`src/avclp_pkg.sv`:
```
// ----------------------------------------------------------------------------
// avclp_pkg
// Shared types and constants for the length-prefix to start-code converter.
// ----------------------------------------------------------------------------
package avclp_pkg;

    // Field widths fixed by the byte stream format.
    localparam int BYTE_W  = 8;
    localparam int LSIZE_W = 3;
    localparam int CNT_W   = 3;
    localparam int ACCUM_W = 32;

    // Register reset value and start code tail byte.
    localparam logic [LSIZE_W-1:0] LSIZE_RESET     = 3'd4;
    localparam logic [BYTE_W-1:0]  START_CODE_TAIL = 8'h01;

    // Error codes carried on the result that closes a buffer.
    typedef enum logic [1:0] {
        ERR_NONE    = 2'd0,
        ERR_PREFIX  = 2'd1,
        ERR_OVERRUN = 2'd2
    } err_t;

    // Kind of work handed from the front end to the back end.
    typedef enum logic [1:0] {
        CMD_BYTE   = 2'd0,
        CMD_START  = 2'd1,
        CMD_STATUS = 2'd2
    } cmd_kind_t;

    // One queued command: all results caused by one input item.
    typedef struct packed {
        cmd_kind_t           kind;
        logic [BYTE_W-1:0]   data;
        logic                long_code;
        logic                done;
        err_t                err;
    } cmd_t;

endpackage

```
`src/avclp_ifs.sv`:
```
// ----------------------------------------------------------------------------
// avclp channel interfaces
// Valid/ready channels for input bytes, output results and configuration.
// ----------------------------------------------------------------------------
interface avclp_in_if;
    logic                        valid;
    logic                        ready;
    logic [avclp_pkg::BYTE_W-1:0] in_byte;
    logic                        buffer_end;

    modport source (output valid, output in_byte, output buffer_end, input ready);
    modport sink   (input valid, input in_byte, input buffer_end, output ready);
endinterface

interface avclp_out_if;
    logic                        valid;
    logic                        ready;
    logic [avclp_pkg::BYTE_W-1:0] out_byte;
    logic                        byte_valid;
    logic                        run_last;
    logic                        buffer_done;
    logic [1:0]                  err_code;

    modport source (output valid, output out_byte, output byte_valid, output run_last,
                    output buffer_done, output err_code, input ready);
    modport sink   (input valid, input out_byte, input byte_valid, input run_last,
                    input buffer_done, input err_code, output ready);
endinterface

interface avclp_cfg_if;
    logic                         valid;
    logic                         ready;
    logic [avclp_pkg::LSIZE_W-1:0] length_size;

    modport source (output valid, output length_size, input ready);
    modport sink   (input valid, input length_size, output ready);
endinterface

```
`src/avclp_front.sv`:
```
// ----------------------------------------------------------------------------
// avclp_front
// Accepts input bytes, tracks prefix/payload state and queues one command
// per byte that produces results.
// ----------------------------------------------------------------------------
module avclp_front #(
    parameter int LENGTH_WIDTH = 32
) (
    input  logic              clk,
    input  logic              rst_n,
    avclp_in_if.sink          din,
    avclp_cfg_if.sink         cfg,
    input  logic              push_ready,
    output logic              push_valid,
    output avclp_pkg::cmd_t   push_cmd
);

    logic [avclp_pkg::LSIZE_W-1:0] length_size_reg;
    logic                          in_payload_reg, in_payload_next;
    logic                          discarding_reg, discarding_next;
    logic [avclp_pkg::CNT_W-1:0]   prefix_count_reg, prefix_count_next;
    logic [avclp_pkg::ACCUM_W-1:0] length_accum_reg, length_accum_next;
    logic [LENGTH_WIDTH-1:0]       bytes_remaining_reg, bytes_remaining_next;

    logic                          accept;
    logic [avclp_pkg::LSIZE_W-1:0] eff_size;
    logic [avclp_pkg::ACCUM_W-1:0] new_accum;
    logic                          too_wide;
    logic [avclp_pkg::CNT_W-1:0]   count_inc;
    logic [LENGTH_WIDTH-1:0]       rem_dec;
    logic [LENGTH_WIDTH-1:0]       new_len;

    assign cfg.ready = 1'b1;
    assign din.ready = push_ready;
    assign accept    = din.valid && din.ready;

    // Effective prefix size: zero acts as one, above four acts as four.
    always_comb
    begin
        if (length_size_reg == '0)
            eff_size = avclp_pkg::LSIZE_W'(1);
        else if (length_size_reg > avclp_pkg::LSIZE_W'(4))
            eff_size = avclp_pkg::LSIZE_W'(4);
        else
            eff_size = length_size_reg;
    end

    // Prefix accumulation and payload countdown arithmetic.
    assign new_accum = {length_accum_reg[avclp_pkg::ACCUM_W-avclp_pkg::BYTE_W-1:0], din.in_byte};
    assign too_wide  = (new_accum >> LENGTH_WIDTH) != '0;
    assign new_len   = new_accum[LENGTH_WIDTH-1:0];
    assign count_inc = prefix_count_reg + avclp_pkg::CNT_W'(1);
    assign rem_dec   = bytes_remaining_reg - LENGTH_WIDTH'(1);

    // Classify the accepted byte and build its command.
    always_comb
    begin
        in_payload_next      = in_payload_reg;
        discarding_next      = discarding_reg;
        prefix_count_next    = prefix_count_reg;
        length_accum_next    = length_accum_reg;
        bytes_remaining_next = bytes_remaining_reg;
        push_valid           = 1'b0;
        push_cmd.kind        = avclp_pkg::CMD_STATUS;
        push_cmd.data        = '0;
        push_cmd.long_code   = 1'b0;
        push_cmd.done        = din.buffer_end;
        push_cmd.err         = avclp_pkg::ERR_NONE;

        if (accept)
        begin
            if (discarding_reg)
            begin
                if (din.buffer_end)
                begin
                    push_valid   = 1'b1;
                    push_cmd.err = avclp_pkg::ERR_OVERRUN;
                end
            end
            else if (in_payload_reg)
            begin
                bytes_remaining_next = rem_dec;
                in_payload_next      = rem_dec != '0;
                push_valid           = 1'b1;
                push_cmd.kind        = avclp_pkg::CMD_BYTE;
                push_cmd.data        = din.in_byte;
                if (din.buffer_end && rem_dec != '0)
                    push_cmd.err = avclp_pkg::ERR_OVERRUN;
            end
            else
            begin
                length_accum_next = new_accum;
                prefix_count_next = count_inc;
                if (count_inc >= eff_size)
                begin
                    prefix_count_next = '0;
                    length_accum_next = '0;
                    if (too_wide)
                    begin
                        discarding_next = 1'b1;
                        if (din.buffer_end)
                        begin
                            push_valid   = 1'b1;
                            push_cmd.err = avclp_pkg::ERR_OVERRUN;
                        end
                    end
                    else
                    begin
                        bytes_remaining_next = new_len;
                        in_payload_next      = new_len != '0;
                        push_valid           = 1'b1;
                        push_cmd.kind        = avclp_pkg::CMD_START;
                        push_cmd.long_code   = eff_size != avclp_pkg::LSIZE_W'(3);
                        if (din.buffer_end && new_len != '0)
                            push_cmd.err = avclp_pkg::ERR_OVERRUN;
                    end
                end
                else if (din.buffer_end)
                begin
                    push_valid   = 1'b1;
                    push_cmd.err = avclp_pkg::ERR_PREFIX;
                end
            end

            // Every buffer end returns the stream state to its reset value.
            if (din.buffer_end)
            begin
                in_payload_next      = 1'b0;
                discarding_next      = 1'b0;
                prefix_count_next    = '0;
                length_accum_next    = '0;
                bytes_remaining_next = '0;
            end
        end
    end

    // Stream state and configuration register.
    always_ff @(posedge clk or negedge rst_n)
    begin
        if (!rst_n)
        begin
            length_size_reg     <= avclp_pkg::LSIZE_RESET;
            in_payload_reg      <= 1'b0;
            discarding_reg      <= 1'b0;
            prefix_count_reg    <= '0;
            length_accum_reg    <= '0;
            bytes_remaining_reg <= '0;
        end
        else
        begin
            if (cfg.valid && cfg.ready)
                length_size_reg <= cfg.length_size;
            in_payload_reg      <= in_payload_next;
            discarding_reg      <= discarding_next;
            prefix_count_reg    <= prefix_count_next;
            length_accum_reg    <= length_accum_next;
            bytes_remaining_reg <= bytes_remaining_next;
        end
    end

endmodule

```
`src/avclp_queue.sv`:
```
// ----------------------------------------------------------------------------
// avclp_queue
// Small command FIFO between the front end and the back end.
// ----------------------------------------------------------------------------
module avclp_queue #(
    parameter int DEPTH = 4
) (
    input  logic             clk,
    input  logic             rst_n,
    input  logic             push_valid,
    input  avclp_pkg::cmd_t  push_cmd,
    output logic             push_ready,
    output logic             head_valid,
    output avclp_pkg::cmd_t  head_cmd,
    input  logic             pop
);

    localparam int PTR_W = (DEPTH > 1) ? $clog2(DEPTH) : 1;
    localparam int CNT_W = $clog2(DEPTH + 1);

    avclp_pkg::cmd_t  entry_reg [DEPTH];
    logic [PTR_W-1:0] wr_ptr_reg, rd_ptr_reg;
    logic [CNT_W-1:0] count_reg;
    logic             do_push, do_pop;

    assign push_ready = count_reg != CNT_W'(DEPTH);
    assign head_valid = count_reg != '0;
    assign head_cmd   = entry_reg[rd_ptr_reg];
    assign do_push    = push_valid && push_ready;
    assign do_pop     = pop && head_valid;

    // Entry storage.
    always_ff @(posedge clk)
    begin
        if (do_push)
            entry_reg[wr_ptr_reg] <= push_cmd;
    end

    // Pointers and fill count.
    always_ff @(posedge clk or negedge rst_n)
    begin
        if (!rst_n)
        begin
            wr_ptr_reg <= '0;
            rd_ptr_reg <= '0;
            count_reg  <= '0;
        end
        else
        begin
            if (do_push)
                wr_ptr_reg <= (wr_ptr_reg == PTR_W'(DEPTH - 1)) ? '0
                                                                 : wr_ptr_reg + PTR_W'(1);
            if (do_pop)
                rd_ptr_reg <= (rd_ptr_reg == PTR_W'(DEPTH - 1)) ? '0
                                                                 : rd_ptr_reg + PTR_W'(1);
            if (do_push && !do_pop)
                count_reg <= count_reg + CNT_W'(1);
            else if (do_pop && !do_push)
                count_reg <= count_reg - CNT_W'(1);
        end
    end

endmodule

```
`src/avclp_back.sv`:
```
// ----------------------------------------------------------------------------
// avclp_back
// Expands queued commands into result items through an output register.
// ----------------------------------------------------------------------------
module avclp_back (
    input  logic             clk,
    input  logic             rst_n,
    input  logic             head_valid,
    input  avclp_pkg::cmd_t  head_cmd,
    output logic             pop,
    avclp_out_if.source      dout
);

    logic                         valid_reg, valid_next;
    logic [1:0]                   phase_reg, phase_next;
    logic [avclp_pkg::BYTE_W-1:0] byte_reg, byte_next;
    logic                         bv_reg, bv_next;
    logic                         last_reg, last_next;
    logic                         done_reg, done_next;
    avclp_pkg::err_t              err_reg, err_next;

    logic                         load;
    logic [1:0]                   zeros;

    assign load  = !valid_reg || dout.ready;
    assign zeros = head_cmd.long_code ? 2'd3 : 2'd2;

    // Pick the next result from the command at the queue head.
    always_comb
    begin
        pop        = 1'b0;
        phase_next = phase_reg;
        valid_next = valid_reg;
        byte_next  = byte_reg;
        bv_next    = bv_reg;
        last_next  = last_reg;
        done_next  = done_reg;
        err_next   = err_reg;

        if (load)
        begin
            valid_next = head_valid;
            byte_next  = '0;
            bv_next    = 1'b1;
            last_next  = 1'b1;
            done_next  = head_cmd.done;
            err_next   = head_cmd.err;
            if (head_valid)
            begin
                unique case (head_cmd.kind)
                    avclp_pkg::CMD_BYTE:
                    begin
                        byte_next = head_cmd.data;
                        pop       = 1'b1;
                    end
                    avclp_pkg::CMD_START:
                    begin
                        if (phase_reg < zeros)
                        begin
                            // Leading zero bytes of the start code.
                            last_next  = 1'b0;
                            done_next  = 1'b0;
                            err_next   = avclp_pkg::ERR_NONE;
                            phase_next = phase_reg + 2'd1;
                        end
                        else
                        begin
                            byte_next  = avclp_pkg::START_CODE_TAIL;
                            phase_next = '0;
                            pop        = 1'b1;
                        end
                    end
                    avclp_pkg::CMD_STATUS:
                    begin
                        bv_next = 1'b0;
                        pop     = 1'b1;
                    end
                    default:
                    begin
                        bv_next = 1'b0;
                        pop     = 1'b1;
                    end
                endcase
            end
        end
    end

    // Output register and start code phase.
    always_ff @(posedge clk or negedge rst_n)
    begin
        if (!rst_n)
        begin
            valid_reg <= 1'b0;
            phase_reg <= '0;
            byte_reg  <= '0;
            bv_reg    <= 1'b0;
            last_reg  <= 1'b0;
            done_reg  <= 1'b0;
            err_reg   <= avclp_pkg::ERR_NONE;
        end
        else
        begin
            valid_reg <= valid_next;
            phase_reg <= phase_next;
            byte_reg  <= byte_next;
            bv_reg    <= bv_next;
            last_reg  <= last_next;
            done_reg  <= done_next;
            err_reg   <= err_next;
        end
    end

    assign dout.valid       = valid_reg;
    assign dout.out_byte    = byte_reg;
    assign dout.byte_valid  = bv_reg;
    assign dout.run_last    = last_reg;
    assign dout.buffer_done = done_reg;
    assign dout.err_code    = err_reg;

endmodule

```
`src/avc_length_prefix_to_start_code_core.sv`:
```
// ----------------------------------------------------------------------------
// avc_length_prefix_to_start_code_core
// Converts length-prefixed H.264 NAL units into start-code delimited units.
// ----------------------------------------------------------------------------
// Path: an accepted item is written to the command queue, then to the output
// register, from which its first result is shown.
// Throughput: one input byte per cycle while the output keeps pace; a start code
// occupies the output for 3 or 4 results, and the QUEUE_DEPTH-entry queue absorbs them.
// Reset: clears the stream state, empties the queue and sets length_size to 4.
module avc_length_prefix_to_start_code_core #(
    parameter int LENGTH_WIDTH = 32,
    parameter int QUEUE_DEPTH  = 4
) (
    input  logic         clk,
    input  logic         rst_n,
    avclp_in_if.sink     din,
    avclp_out_if.source  dout,
    avclp_cfg_if.sink    cfg
);

    logic             push_valid;
    logic             push_ready;
    avclp_pkg::cmd_t  push_cmd;
    logic             head_valid;
    avclp_pkg::cmd_t  head_cmd;
    logic             pop;

    // Front end: classification and stream state.
    avclp_front #(
        .LENGTH_WIDTH (LENGTH_WIDTH)
    ) u_front (
        .clk        (clk),
        .rst_n      (rst_n),
        .din        (din),
        .cfg        (cfg),
        .push_ready (push_ready),
        .push_valid (push_valid),
        .push_cmd   (push_cmd)
    );

    // Command queue between the two halves.
    avclp_queue #(
        .DEPTH (QUEUE_DEPTH)
    ) u_queue (
        .clk        (clk),
        .rst_n      (rst_n),
        .push_valid (push_valid),
        .push_cmd   (push_cmd),
        .push_ready (push_ready),
        .head_valid (head_valid),
        .head_cmd   (head_cmd),
        .pop        (pop)
    );

    // Back end: result generation.
    avclp_back u_back (
        .clk        (clk),
        .rst_n      (rst_n),
        .head_valid (head_valid),
        .head_cmd   (head_cmd),
        .pop        (pop),
        .dout       (dout)
    );

endmodule

```
`src/flat_wrapper.sv`:
```
// flat-port wrapper written by rule: the top's interface ports become plain ports
module avc_length_prefix_to_start_code_core_flat 
#(
    parameter int LENGTH_WIDTH = 32,
    parameter int QUEUE_DEPTH  = 4
)
  (clk, rst_n, din_valid, din_in_byte, din_buffer_end, din_ready, dout_valid, dout_out_byte, dout_byte_valid, dout_run_last, dout_buffer_done, dout_err_code, dout_ready, cfg_valid, cfg_length_size, cfg_ready);
  avclp_in_if din_i ();
  avclp_out_if dout_i ();
  avclp_cfg_if cfg_i ();
  input  logic clk;
  input  logic rst_n;
  input wire logic [$bits(din_i.valid)-1:0] din_valid;
  input wire logic [$bits(din_i.in_byte)-1:0] din_in_byte;
  input wire logic [$bits(din_i.buffer_end)-1:0] din_buffer_end;
  output wire logic [$bits(din_i.ready)-1:0] din_ready;
  output wire logic [$bits(dout_i.valid)-1:0] dout_valid;
  output wire logic [$bits(dout_i.out_byte)-1:0] dout_out_byte;
  output wire logic [$bits(dout_i.byte_valid)-1:0] dout_byte_valid;
  output wire logic [$bits(dout_i.run_last)-1:0] dout_run_last;
  output wire logic [$bits(dout_i.buffer_done)-1:0] dout_buffer_done;
  output wire logic [$bits(dout_i.err_code)-1:0] dout_err_code;
  input wire logic [$bits(dout_i.ready)-1:0] dout_ready;
  input wire logic [$bits(cfg_i.valid)-1:0] cfg_valid;
  input wire logic [$bits(cfg_i.length_size)-1:0] cfg_length_size;
  output wire logic [$bits(cfg_i.ready)-1:0] cfg_ready;
  assign din_i.valid = din_valid;
  assign din_i.in_byte = din_in_byte;
  assign din_i.buffer_end = din_buffer_end;
  assign din_ready = din_i.ready;
  assign dout_valid = dout_i.valid;
  assign dout_out_byte = dout_i.out_byte;
  assign dout_byte_valid = dout_i.byte_valid;
  assign dout_run_last = dout_i.run_last;
  assign dout_buffer_done = dout_i.buffer_done;
  assign dout_err_code = dout_i.err_code;
  assign dout_i.ready = dout_ready;
  assign cfg_i.valid = cfg_valid;
  assign cfg_i.length_size = cfg_length_size;
  assign cfg_ready = cfg_i.ready;
  avc_length_prefix_to_start_code_core #(.LENGTH_WIDTH(LENGTH_WIDTH), .QUEUE_DEPTH(QUEUE_DEPTH)) u_core (.clk(clk), .rst_n(rst_n), .din(din_i), .dout(dout_i), .cfg(cfg_i));
endmodule
```
`config.mk`:
```
export PLATFORM = sky130hd
export DESIGN_NAME = avc_length_prefix_to_start_code_core_flat
export DESIGN_NICKNAME = d
export VERILOG_FILES = /design/src/avclp_pkg.sv /design/src/avclp_ifs.sv /design/src/avclp_front.sv /design/src/avclp_queue.sv /design/src/avclp_back.sv /design/src/avc_length_prefix_to_start_code_core.sv /design/src/flat_wrapper.sv
export SDC_FILE = /design/constraint.sdc
export NUM_CORES = 1
export LEC_CHECK = 0
export CAP_MARGIN = 40
export CELL_PAD_IN_SITES_DETAIL_PLACEMENT = 0
export CELL_PAD_IN_SITES_GLOBAL_PLACEMENT = 1
export CORE_MARGIN = 8
export CORE_UTILIZATION = 25
export CTS_BUF_LIST = sky130_fd_sc_hd__clkbuf_16
export DETAILED_ROUTE_END_ITERATION = 8
export DONT_BUFFER_PORTS = 1
export GPL_TIMING_DRIVEN = 0
export HOLD_SLACK_MARGIN = 0.03
export PLACE_DENSITY = 0.43
export SYNTH_ARGS = -nofsm -noshare
export SYNTH_HDL_FRONTEND = slang
export SYNTH_HIERARCHICAL = 1
export SYNTH_SLANG_ARGS = --single-unit
```
`constraint.sdc`:
```
create_clock -name clk -period 3.1 [get_ports clk]
set_input_delay 0.62 -clock clk [delete_from_list [all_inputs] [get_ports clk]]
set_output_delay 0.62 -clock clk [all_outputs]
set_load 0.05 [all_outputs]
```
Word level (Yosys, flattened, before mapping)

Memories as Yosys holds them, arrays and structs flattened.
Cells that the tools add are included.

Reductions and logical operators: 23
Equality and inequality tests: 7
Muxes and demuxes: 64
Add/sub/neg operators: 7
Magnitude comparators: 3

Operator list:

| kind                                                                  | number |
|---|---|
| 32-bit 2-to-1 mux                                                     | 4 |
| 24-bit 2-to-1 mux                                                     | 4 |
| 32-bit nonzero test                                                   | 2 |
| 32-bit by 1-bit subtractor with 32-bit output (second input constant) | 1 |
| 2-bit 2-to-1 mux                                                      | 15 |
| 1-bit 2-to-1 mux                                                      | 28 |
| 3-bit 2-to-1 mux                                                      | 8 |
| 11-bit 2-to-1 mux                                                     | 2 |
| 8-bit 2-to-1 mux                                                      | 2 |
| 8-bit case mux with 2 select lines                                    | 1 |
| 3-bit AND reduction                                                   | 3 |
| 1-bit logical AND                                                     | 7 |
| 2-bit by 1-bit adder with 2-bit output (second input constant)        | 3 |
| 3-bit by 1-bit adder with 3-bit output (second input constant)        | 2 |
| 3-bit nonzero test                                                    | 2 |
| 2-bit equality test (second input constant)                           | 2 |
| 2-bit != test (second input constant)                                 | 2 |
| 3-bit >= comparator                                                   | 1 |
| 3-bit greater-than comparator (second input constant)                 | 1 |
| 1-bit zero test                                                       | 3 |
| 3-bit zero test                                                       | 1 |
| 3-bit by 2-bit != test with 1-bit output (second input constant)      | 1 |
| 3-bit != test (second input constant)                                 | 1 |
| 3-bit by 1-bit subtractor with 3-bit output (second input constant)   | 1 |
| other kinds (7)                                                       | 7 |

Memories: 1
RAM bits: 56
Flip-flop bits (word level): 87
Input port bits: 17
Output and inout port bits: 16

Memories:

| name                     | words | bits a word | read ports | clocked after Yosys merged registers in | write ports | line              | source |
|---|---|---|---|---|---|---|---|
| u_core.u_queue.entry_reg | 4     | 14          | 1          | 0                                       | 1           | avclp_queue.sv:21 | `avclp_pkg::cmd_t entry_reg [DEPTH];` |

Logic depth before layout (Yosys ltp)

Gate-level depths: netlist of the first run.

Depth after elaboration: 13
Mapped depth: 17

Modules after synthesis

Netlist of the first run, hierarchy kept.

Modules (own cells, without submodules):

| module      | seq. area each (um^2) | cells an instance | times used | area an instance (um^2) |
|---|---|---|---|---|
| avclp_front | 1577.8                | 384               | 1          | 3666.0 |
| avclp_queue | 1856.8                | 110               | 1          | 2504.9 |
| avclp_back  | 400.4                 | 61                | 1          | 703.2 |

Worst setup path after synthesis of the first run

No wires, ideal clock.

Path type: reg-to-reg
Start point: register u_core/u_front/prefix_count_reg[0] (netlist name)
End point: register u_core.u_queue.count_reg[1]
Setup slack: -216 ps
Arrival time: 3191 ps
Path buffers: 1
Library setup time: 125 ps
Stages on the path, launching flop included: 14
Cell sequence: dfrtp_1 > ha_1 > ha_1 > a21o_1 > a21oi_1 > nand2_1 > o21ai_1 > clkbuf_1 > inv_1 > a21boi_2 > ha_1 > inv_1 > fa_1 > mux2_2

Word-level cells in the longest chain between the ends: 10
Elaborated cells between the ends (all ways): 12
Those cells by class: add/sub: 1; order compare: 1; mux: 5; reduce/logical: 5

RTL lines:

| item                                       | line                                       | source |
|---|---|---|
| from (decl)                                | avclp_front.sv:21                          | `logic [avclp_pkg::CNT_W-1:0] prefix_count_reg, prefix_count_next;` |
| from (signal assigned)                     | avclp_front.sv:155                         | `prefix_count_reg <= prefix_count_next;` |
| 3-bit by 1-bit adder with 3-bit output (*) | avclp_front.sv:52                          | `assign count_inc = prefix_count_reg + avclp_pkg::CNT_W'(1);` |
| 3-bit >= comparator (*)                    | avclp_front.sv:94                          | `if (count_inc >= eff_size)` |
| 1-bit 2-to-1 mux (*)                       | avclp_front.sv:94                          |  |
| 1-bit 2-to-1 mux (*)                       | avclp_front.sv:80                          | `else if (in_payload_reg)` |
| 1-bit 2-to-1 mux (*)                       | avclp_front.sv:72                          | `if (discarding_reg)` |
| 1-bit 2-to-1 mux (*)                       | avclp_front.sv:70                          | `if (accept)` |
| named net u_core.push_valid                | avc_length_prefix_to_start_code_core.sv:21 | `logic push_valid;` |
| 1-bit logical AND (*)                      | avclp_queue.sv:29                          | `assign do_push = push_valid && push_ready;` |
| named net u_core.u_queue.do_push           | avclp_queue.sv:24                          | `logic do_push, do_pop;` |
| 1-bit zero test                            | avclp_queue.sv:58                          | `else if (do_pop && !do_push)` |
| 1-bit logical AND                          | avclp_queue.sv:58                          |  |
| 2-bit nonzero test (no source line)        | n/a                                        |  |
| to (signal assigned)                       | avclp_queue.sv:57                          | `count_reg <= count_reg + CNT_W'(1);` |
| to (signal assigned)                       | avclp_queue.sv:59                          | `count_reg <= count_reg - CNT_W'(1);` |
| to (decl)                                  | avclp_queue.sv:23                          | `logic [CNT_W-1:0] count_reg;` |

Mark *: on every way through the listed nets, which the timed path passes. The rest lies on a longest branch.
A chain may end at the register's enable or synchronous reset.

Final worst setup path of the first run

Start point: register u_core/u_front/length_size_reg[2] (netlist name)
End point: register u_core.u_queue.count_reg[1]

Word-level cells in the longest chain between the ends: 12
Elaborated cells between the ends (all ways): 15
Those cells by class: order compare: 2; mux: 7; reduce/logical: 6

RTL lines:

| item                                | line                                       | source |
|---|---|---|
| from (decl)                         | avclp_front.sv:18                          | `logic [avclp_pkg::LSIZE_W-1:0] length_size_reg;` |
| from (signal assigned)              | avclp_front.sv:142                         | `length_size_reg <= avclp_pkg::LSIZE_RESET;` |
| from (signal assigned)              | avclp_front.sv:152                         | `length_size_reg <= cfg.length_size;` |
| 3-bit greater-than comparator       | avclp_front.sv:42                          | `else if (length_size_reg > avclp_pkg::LSIZE_W'(4))` |
| 3-bit 2-to-1 mux                    | avclp_front.sv:42                          |  |
| 3-bit 2-to-1 mux (*)                | avclp_front.sv:40                          | `if (length_size_reg == '0)` |
| 3-bit >= comparator (*)             | avclp_front.sv:94                          |  |
| 1-bit 2-to-1 mux (*)                | avclp_front.sv:94                          |  |
| 1-bit 2-to-1 mux (*)                | avclp_front.sv:80                          |  |
| 1-bit 2-to-1 mux (*)                | avclp_front.sv:72                          |  |
| 1-bit 2-to-1 mux (*)                | avclp_front.sv:70                          |  |
| named net u_core.push_valid         | avc_length_prefix_to_start_code_core.sv:21 |  |
| 1-bit logical AND (*)               | avclp_queue.sv:29                          |  |
| named net u_core.u_queue.do_push    | avclp_queue.sv:24                          |  |
| 1-bit zero test                     | avclp_queue.sv:58                          |  |
| 1-bit logical AND                   | avclp_queue.sv:58                          |  |
| 2-bit nonzero test (no source line) | n/a                                        |  |

Marked as above.

==> results.md, run 1 <==
- Crit path to: u_core/u_queue/count_reg[1]
- CTS H-tree lvls: 4
- Core Region: roughly 27000 sq um
- Mapped Nets: 585
- DRT antenna net count: 0
- Top FF cell, synth: dfrtp_1
- Worst slack at placement: -0.626 ns
- Via-to-Cell Ratio: between 4 and 5
- 1st-iter DRT viols: between 200 and 300
- Critical Path Sink Type: flop
- Slew Limit Headroom: between 40 and 50%
- Cell variety after synth: 72
- Reg2Reg Capture Point: u_core/u_queue/count_reg[1]
- Initial antenna violation count: 0
- Final Net Count: about 630
- RSZ-0062 raised after global routing: true
- Initial Util: between 20 and 30%
- Final non-filler cell total: between 900 and 1000
- Yosys warning count: 6
- Req. time, crit path: approximately 3.4 ns
- Synthesized area per cell: 12.4 sq um
- CTS sink count: about 140
- HP Class: input port to async pin
- Synth Cell Area: between 6000 and 7000 sq um
- FF-to-FF setup slack: about 0.018 ns
- Async S/R FF share, synth: between 60% and 70%
- Width of the die: 182 microns
- Final total power: 9900 uW
- Buffers on Ports: 0
- Tcrit/Tclk final: about 99%
- CP startpoint kind: flop
- P_leak: about 0.0033 uW
- Worst IR drop on VDD: about 350 uV
- CTS tree: done
- Routed len/inst: 20.4 microns
- DPL Wire Length: 13700 microns
- Clk buf depth: 2
- Number of synthesized flops with an enable pin: 56
- Root Buffer: clkbuf_16
- First-pass GRT wire length: approximately 30000 microns
- Status: finished, final reports clean
- Post-Syn Instances: 555
- Via count: ~4700
- Crit path max fanout: 2
- Vias in the first global route: 4949
- Layout cells sized above 1: 21.6%
- Worst-Margin Slew: 0.766 ns
- Max Cap Viol: 0
- Tot GR Track Use: 12.1%
- Placed cells: around 900
- Launch point of the worst path: u_core/u_front/length_size_reg[2]
- Final Skew: roughly 0.013 ns
- Power per standard cell area: approximately 1200 nW/um^2
- Path depth of the worst reg2reg path: 14
- Setup CP Type: flop to flop
- Die Ht: approximately 180 microns
- Worst r2r src: u_core/u_front/length_size_reg[2]
- Largest register FFs: between 50 and 60
- Fmax: approximately 320 MHz
- Final Max Tran Viols: 0
- DR DRC count: 0
- Congestion Overflow GR: 0
- Die area: about 33000 sq um
- Endpoints failing setup: 0
- # IOs: 33
- Area grow syn2layout: 21.3%
- Fin worst setup slack: 0.0177 ns
- Fin crit period: roughly 3.1 ns
- Cts bufs inserted: 17
- Sequential fraction of the synthesis area: between 50% and 60%
- Worst-Skew Late Latency: around 0.42 ns
- Clk slew on worst S/H paths: about 0.07 ns
- Routability Congestion: ~0.8
- Largest net degree at the start of global routing: 86
- Synth Register Bits: 142
- Number of iterations in the first detailed-routing pass: 4
- Final wirelength: about 20000 microns
- Final core occ: 30.9%
- Final hold violation count: 0
- Row count: 60
- CP arrival: roughly 3.4 ns
-- worst min-delay path by stage --
stage / start / end / depth (start not counted)
after global placement: rst_n / u_core/u_back/phase_reg[0] / 0
after floorplan: rst_n / u_core/u_back/dout.buffer_done / 0
after CTS: rst_n / u_core/u_back/phase_reg[0] / 1
after detailed placement: rst_n / u_core/u_back/dout.buffer_done / 0
after global routing: rst_n / u_core/u_back/dout.buffer_done / 1
final: rst_n / u_core/u_back/dout.buffer_done / 1
-- worst max-delay path, cell delays in order (launching register included) --
cell	delay [ns]
dfstp_2	0.54
a21oi_2	0.04
ha_1	0.26
nand2b_4	0.13
a21o_1	0.20
a21oi_4	0.19
nand2_4	0.08
o21ai_4	0.21
buf_8	0.13
clkinvlp_4	0.11
a21boi_4	0.17
ha_4	0.17
inv_2	0.05
fa_1	0.41
mux2_2	0.27
-- routing by layer --
| layer | track usage (%) | up-vias | part of all wire (%) |
|---|---|---|---|
| met3 | 2.79 | 19 | 4.7 |
| met5 | 0 | - | 0 |
| met4 | 4.59 | 0 | 2.1 |
| li1 | - | 2206 | - |
| met1 | 16.1 | 2354 | 47 |
| met2 | 18.7 | 84 | 46 |
-- power breakdown --
part	leakage, uW	switching (uW)	internal, uW	total, uW
combinational	0.00134	2450	1910	4360
clock	0.000308	923	1230	2160
sequential	0.00165	839	2550	3390
-- metrics by stage --
stage	hold slack (ns)	setup TNS, ns	instance area [sq um]
after floorplan	0.324	0	6890
after global placement	0.328	-26.14	7320
after detailed placement	0.328	-19.11	7350
after CTS	0.112	0	8210
after global routing	0.113	-0.133	8330
final	0.0846	0	8340
-- layout make-up --
class / count / area, sq um
flip-flops and latches: 142 / 3840
multi-input cells: 371 / 3000
inverters: 11 / 45.0
repair buffers: 23 / 214
plain buffers: 31 / 191
clock buffers: 17 / 425
diodes: 2 / 5.00
well taps: 341 / 427
clock inverters: 15 / 194
fillers: 2697 / 18600
-- placed cells by master (no fill, tap or decap), types with 9 or more instances in the layout --
master / n
buf_4: 22
dfrtp_1: 83
ha_1: 9
a21oi_1: 24
o21ai_0: 16
xnor2_1: 14
xor2_1: 11
edfxtp_1: 56
and3_1: 9
clkbuf_16: 17
clkbuf_1: 16
nand2_1: 32
a22o_1: 55
nor4_1: 15
nor2_1: 46
-- cell families (layout without fill, tap and decap cells) --
| family | after synthesis | after routing | synth area share (%) |
|---|---|---|---|
| fa+ha+maj | 13 | 13 | 2.48 |
| buf+inv | 42 | 97 | 3.19 |
| mux | 22 | 22 | 6.39 |
| simple gates | 184 | 184 | 15.5 |
| xor+xnor | 27 | 27 | 3.44 |
| flops | 142 | 142 | 55.8 |
| other cells | 1 | 3 | 0.0546 |
| compound gates | 124 | 124 | 13.1 |
-- cell usage after synthesis, types with 3 or more instances --
library cell / instances / share of area [%]
nand2b_1: 8 / 0.73
xor2_1: 11 / 1.4
o21ai_0: 16 / 1.2
a21oi_1: 26 / 1.9
nor3_1: 8 / 0.58
xnor2_1: 16 / 2.0
nor2_1: 47 / 2.6
o21ai_1: 5 / 0.36
inv_1: 11 / 0.60
nor4_1: 19 / 1.7
mux2_4: 3 / 0.66
ha_1: 12 / 2.2
nor4_2: 3 / 0.55
clkbuf_1: 18 / 0.98
dfrtp_1: 85 / 31
a221o_1: 4 / 0.58
nor4b_1: 4 / 0.51
buf_2: 4 / 0.29
mux2_2: 5 / 0.82
and2_1: 5 / 0.46
a22o_1: 55 / 7.0
mux4_2: 8 / 2.6
and3_1: 9 / 0.82
buf_4: 4 / 0.44
mux4_1: 6 / 2.3
nand3_1: 7 / 0.51
edfxtp_1: 56 / 24
nand2_1: 33 / 1.8
nand4_1: 8 / 0.73
or3_1: 8 / 0.73
-- repair_timing --
item / 4_1_cts / 5_1_grt
pin swaps: 12 / 12
hold endpoints to repair: 85 / 0
endpoints found under the setup margin: 83 / 44
buffers inserted: 13 / 6
cloned: 0 / 0
hold buffers: 2 / 0
gates resized for setup: 20 / 19
Note: power is estimated with default switching activity, not from simulation.
==> run 2: changes to the inputs <==
- PLACE_DENSITY: 0.43 -> 0.44
- SYNTH_HIERARCHICAL: 1 -> unset
==> run 2 against run 1 <==
Net effect: sequential power barely moved; combinational power fell by 18%; critical path depth fell by 2; register-to-register slack improved by 0.096 ns; non-clock buffer count fell by 17; critical endpoint is now u_core.u_queue.count_reg[1]; clock power fell by 3%; power fell by 8.6%; final cell count rose by 0.94%; synthesized cell count rose by 5.2%; flip-flop and latch count did not move; cell area fell by 4.4%; utilization fell by 1.2 points.
==> results.md, run 2 <==
- Status: finished, final reports clean
- Gate power share: between 30% and 40%
- Critical Path Max Stage Delay: approximately 0.54 ns
- Req. time, crit path: around 3.4 ns
- Yosys warning count: 0
- Post-Syn Instances: between 500 and 600
- Area grow syn2layout: 17.3%
- # IOs: 33
- HP Class: input port to async pin
- Final wirelength: between 15000 and 20000 microns
- Final Skew: 0.0155 ns
- Worst IR drop on VDD: around 350 uV
- Setup TNS: 0 ns
- Initial antenna violation count: 0
- Routability Congestion: 0.778
- Post-synth top area cell: dfrtp_1
- Top post-synthesis cells by area: dfrtp_1 31%, edfxtp_1 25%, a22o_1 6.3%
- Top FF cell, synth: dfrtp_1
- P_leak: 0.00316 uW
- Psw: slightly below 4000 uW
- Post-synth top cells: 85 x dfrtp_1, 56 x edfxtp_1, 52 x nor2_1, 49 x a22o_1, 44 x nand2_1
- Layout cells sized above 1: 14.7%
- Clock power share: a little under a quarter
- Die area: around 33000 sq um
- 1st-iter DRT viols: roughly 260
- Crit path max fanout: 10
- CTS H-tree lvls: 4
- Via-to-Cell Ratio: a little under 5
- Tot GR Track Use: between 10% and 20%
- Largest register FFs: 56
- CP max stage cell: dfstp_2
- Clk slew on worst S/H paths: approximately 0.080 ns
- Core Region: approximately 27000 sq um
- DR DRC count: 0
- Post-synth top area share: between 30% and 40%
- Buffers on Ports: 0
- Synth Register Bits: about 140
- First-pass GRT wire length: 30200 microns
- Die Ht: between 150 and 200 microns
- Row count: 60
- Synthesized area per cell: about 12 sq um
- Power per standard cell area: between 1000 and 1500 nW/um^2
- Worst Path Buf+Inv: 3
- Fmax: 335 MHz
- RSZ-0062 raised after global routing: true
- Worst-Skew Late Latency: about 0.43 ns
- Cell variety after synth: just over 60
- FF-to-FF setup slack: ~0.11 ns
- Synth Cell Area: around 7000 sq um
- Final Net Count: 638
- Critical Path Sink Type: flop
- Cts bufs inserted: 17
- Post-DP Area: approximately 7200 sq um
- Worst r2r src: u_core.u_front.length_size_reg[2]
- CTS tree: done
- CP arrival: between 3 and 4 ns
- Hold Slack: 0.0575 ns
- Reg2Reg Capture Point: u_core.u_queue.count_reg[1]
- Cell with the most instances after synthesis: dfrtp_1
- CP startpoint kind: flop
- Setup CP Type: flop to flop
- # diodes: 0
- Mapped Nets: 614
- Initial Util: between 20% and 30%
- Routed len/inst: ~20 microns
- Number of synthesized flops with an enable pin: 56
- Most common cell after layout, fill and taps aside: dfrtp_1
- Most frequent cells in the layout: 85 x dfrtp_1, 56 x edfxtp_1, 52 x nor2_1
- Slew Limit Headroom: between 40% and 50%
- Max Cap Viol: 0
- Via count: 4655
- Vias in the first global route: between 4000 and 5000
- DPL Wire Length: roughly 14000 microns
- Number of iterations in the first detailed-routing pass: 4
- Largest net degree at the start of global routing: 86
- Final Max Tran Viols: 0
- Tcrit/Tclk final: 96.3%
- Worst-Margin Slew: slightly above 0.8 ns
- CTS sink count: about 140
- Sequential fraction of the synthesis area: between 50% and 60%
- Sequential Power Share: a little under two fifths
- Async S/R FF share, synth: between 60% and 70%
- Critical path cell sequence: a21oi_2 > ha_1 > nand2b_1 > a21o_1 > a211o_4 > o21ai_4 > inv_4 > clkbuf_8 > ha_2 > inv_1 > fa_1 > mux2_2
- Endpoints failing setup: 0
- Width of the die: 181 microns
- Clk buf depth: 2
- Congestion Overflow GR: 0
- Switching Share: between 40% and 50%
- Final hold violation count: 0
- Fin area: roughly 8000 sq um
- DRT antenna net count: 0
- Int Pwr: slightly above 5000 uW
- Fin crit period: approximately 3 ns
- Delay-heaviest family, CP: adder cells
- Path depth of the worst reg2reg path: 12
- Root Buffer: clkbuf_16
## run 2: through the flow
step	utilization (%)	total power, uW	setup WS, ns	instances
final	29.7	9050	0.113	962
after CTS	29.6	9130	0.0384	962
after floorplan	-	5800	0.0639	584
after detailed placement	27.0	6880	-0.491	925
after global routing	29.7	9700	-0.0160	962
after global placement	27.0	6850	-0.451	925
## run 2: final cells by class
class,instances,area [sq um]
Fill cell,2772,18800
Sequential cell,142,3830
Multi-Input combinational cell,390,2810
Clock buffer,18,450
Tap cell,341,427
Clock inverter,14,156
Buffer,32,153
Inverter,20,77.6
Timing Repair Buffer,5,60.1
## run 2: power by group through the flow
| stage | clock (uW) | combinational, uW | sequential, uW |
|---|---|---|---|
| after global routing | 2220 | 4020 | 3460 |
| after detailed placement | 0 | 3470 | 3400 |
| after CTS | 2140 | 3620 | 3370 |
| final | 2100 | 3580 | 3370 |
| after global placement | 0 | 3460 | 3400 |
| after floorplan | 0 | 2560 | 3240 |
## run 2: kinds of logic after synthesis
logic type,synth area share (%)
AND/OR/NAND/NOR,15.8
flip-flops,56.4
AO/OA/AOI/OAI,13.2
buffers and inverters,3.15
XOR/XNOR,3.61
multiplexers,5.30
adder cells (fa/ha/maj),2.50
other,0.0552
## run 2: how the worst max path moves through the flow
stage | endpoint | cells past startpoint | startpoint | slack [ns]
floorplan | u_core.u_queue.count_reg[1] | 11 | u_core.u_front.prefix_count_reg[0] | 0.06
global placement | u_core.u_queue.count_reg[1] | 11 | u_core.u_front.prefix_count_reg[0] | -0.45
detailed placement | u_core.u_queue.count_reg[1] | 11 | u_core.u_front.prefix_count_reg[0] | -0.49
CTS | u_core.u_queue.count_reg[1] | 11 | u_core.u_front.prefix_count_reg[1] | 0.04
global route | u_core.u_queue.count_reg[1] | 12 | u_core.u_front.length_size_reg[2] | -0.02
finish | u_core.u_queue.count_reg[1] | 12 | u_core.u_front.length_size_reg[2] | 0.11
## run 2: worst reg2reg max path: cells and delay by family, from the launching register on
family / cells / cell delay (ns)
muxes: 1 / 0.27
AOI/OAI and AO/OA: 4 / 0.75
DFF: 1 / 0.54
buffers and inverters: 3 / 0.32
and+or+nand+nor: 1 / 0.14
adders and majority gates: 3 / 0.87
## run 2: what timing repair did
item	in CTS	in global routing
hold buffers	2	0
endpoints found under the setup margin	7	11
endpoints found under the hold margin	85	0
gates resized for setup	10	12
setup buffers	3	0
pin swaps	3	2
## run 2: metal layers
metal | global-route usage, % | up-vias | routed length, microns
met5 | 0 | - | 0
met1 | 16.2 | 2349 | 9050
met2 | 19.0 | 77 | 8970
li1 | - | 2211 | -
met3 | 3.17 | 18 | 854
met4 | 3.74 | 0 | 332
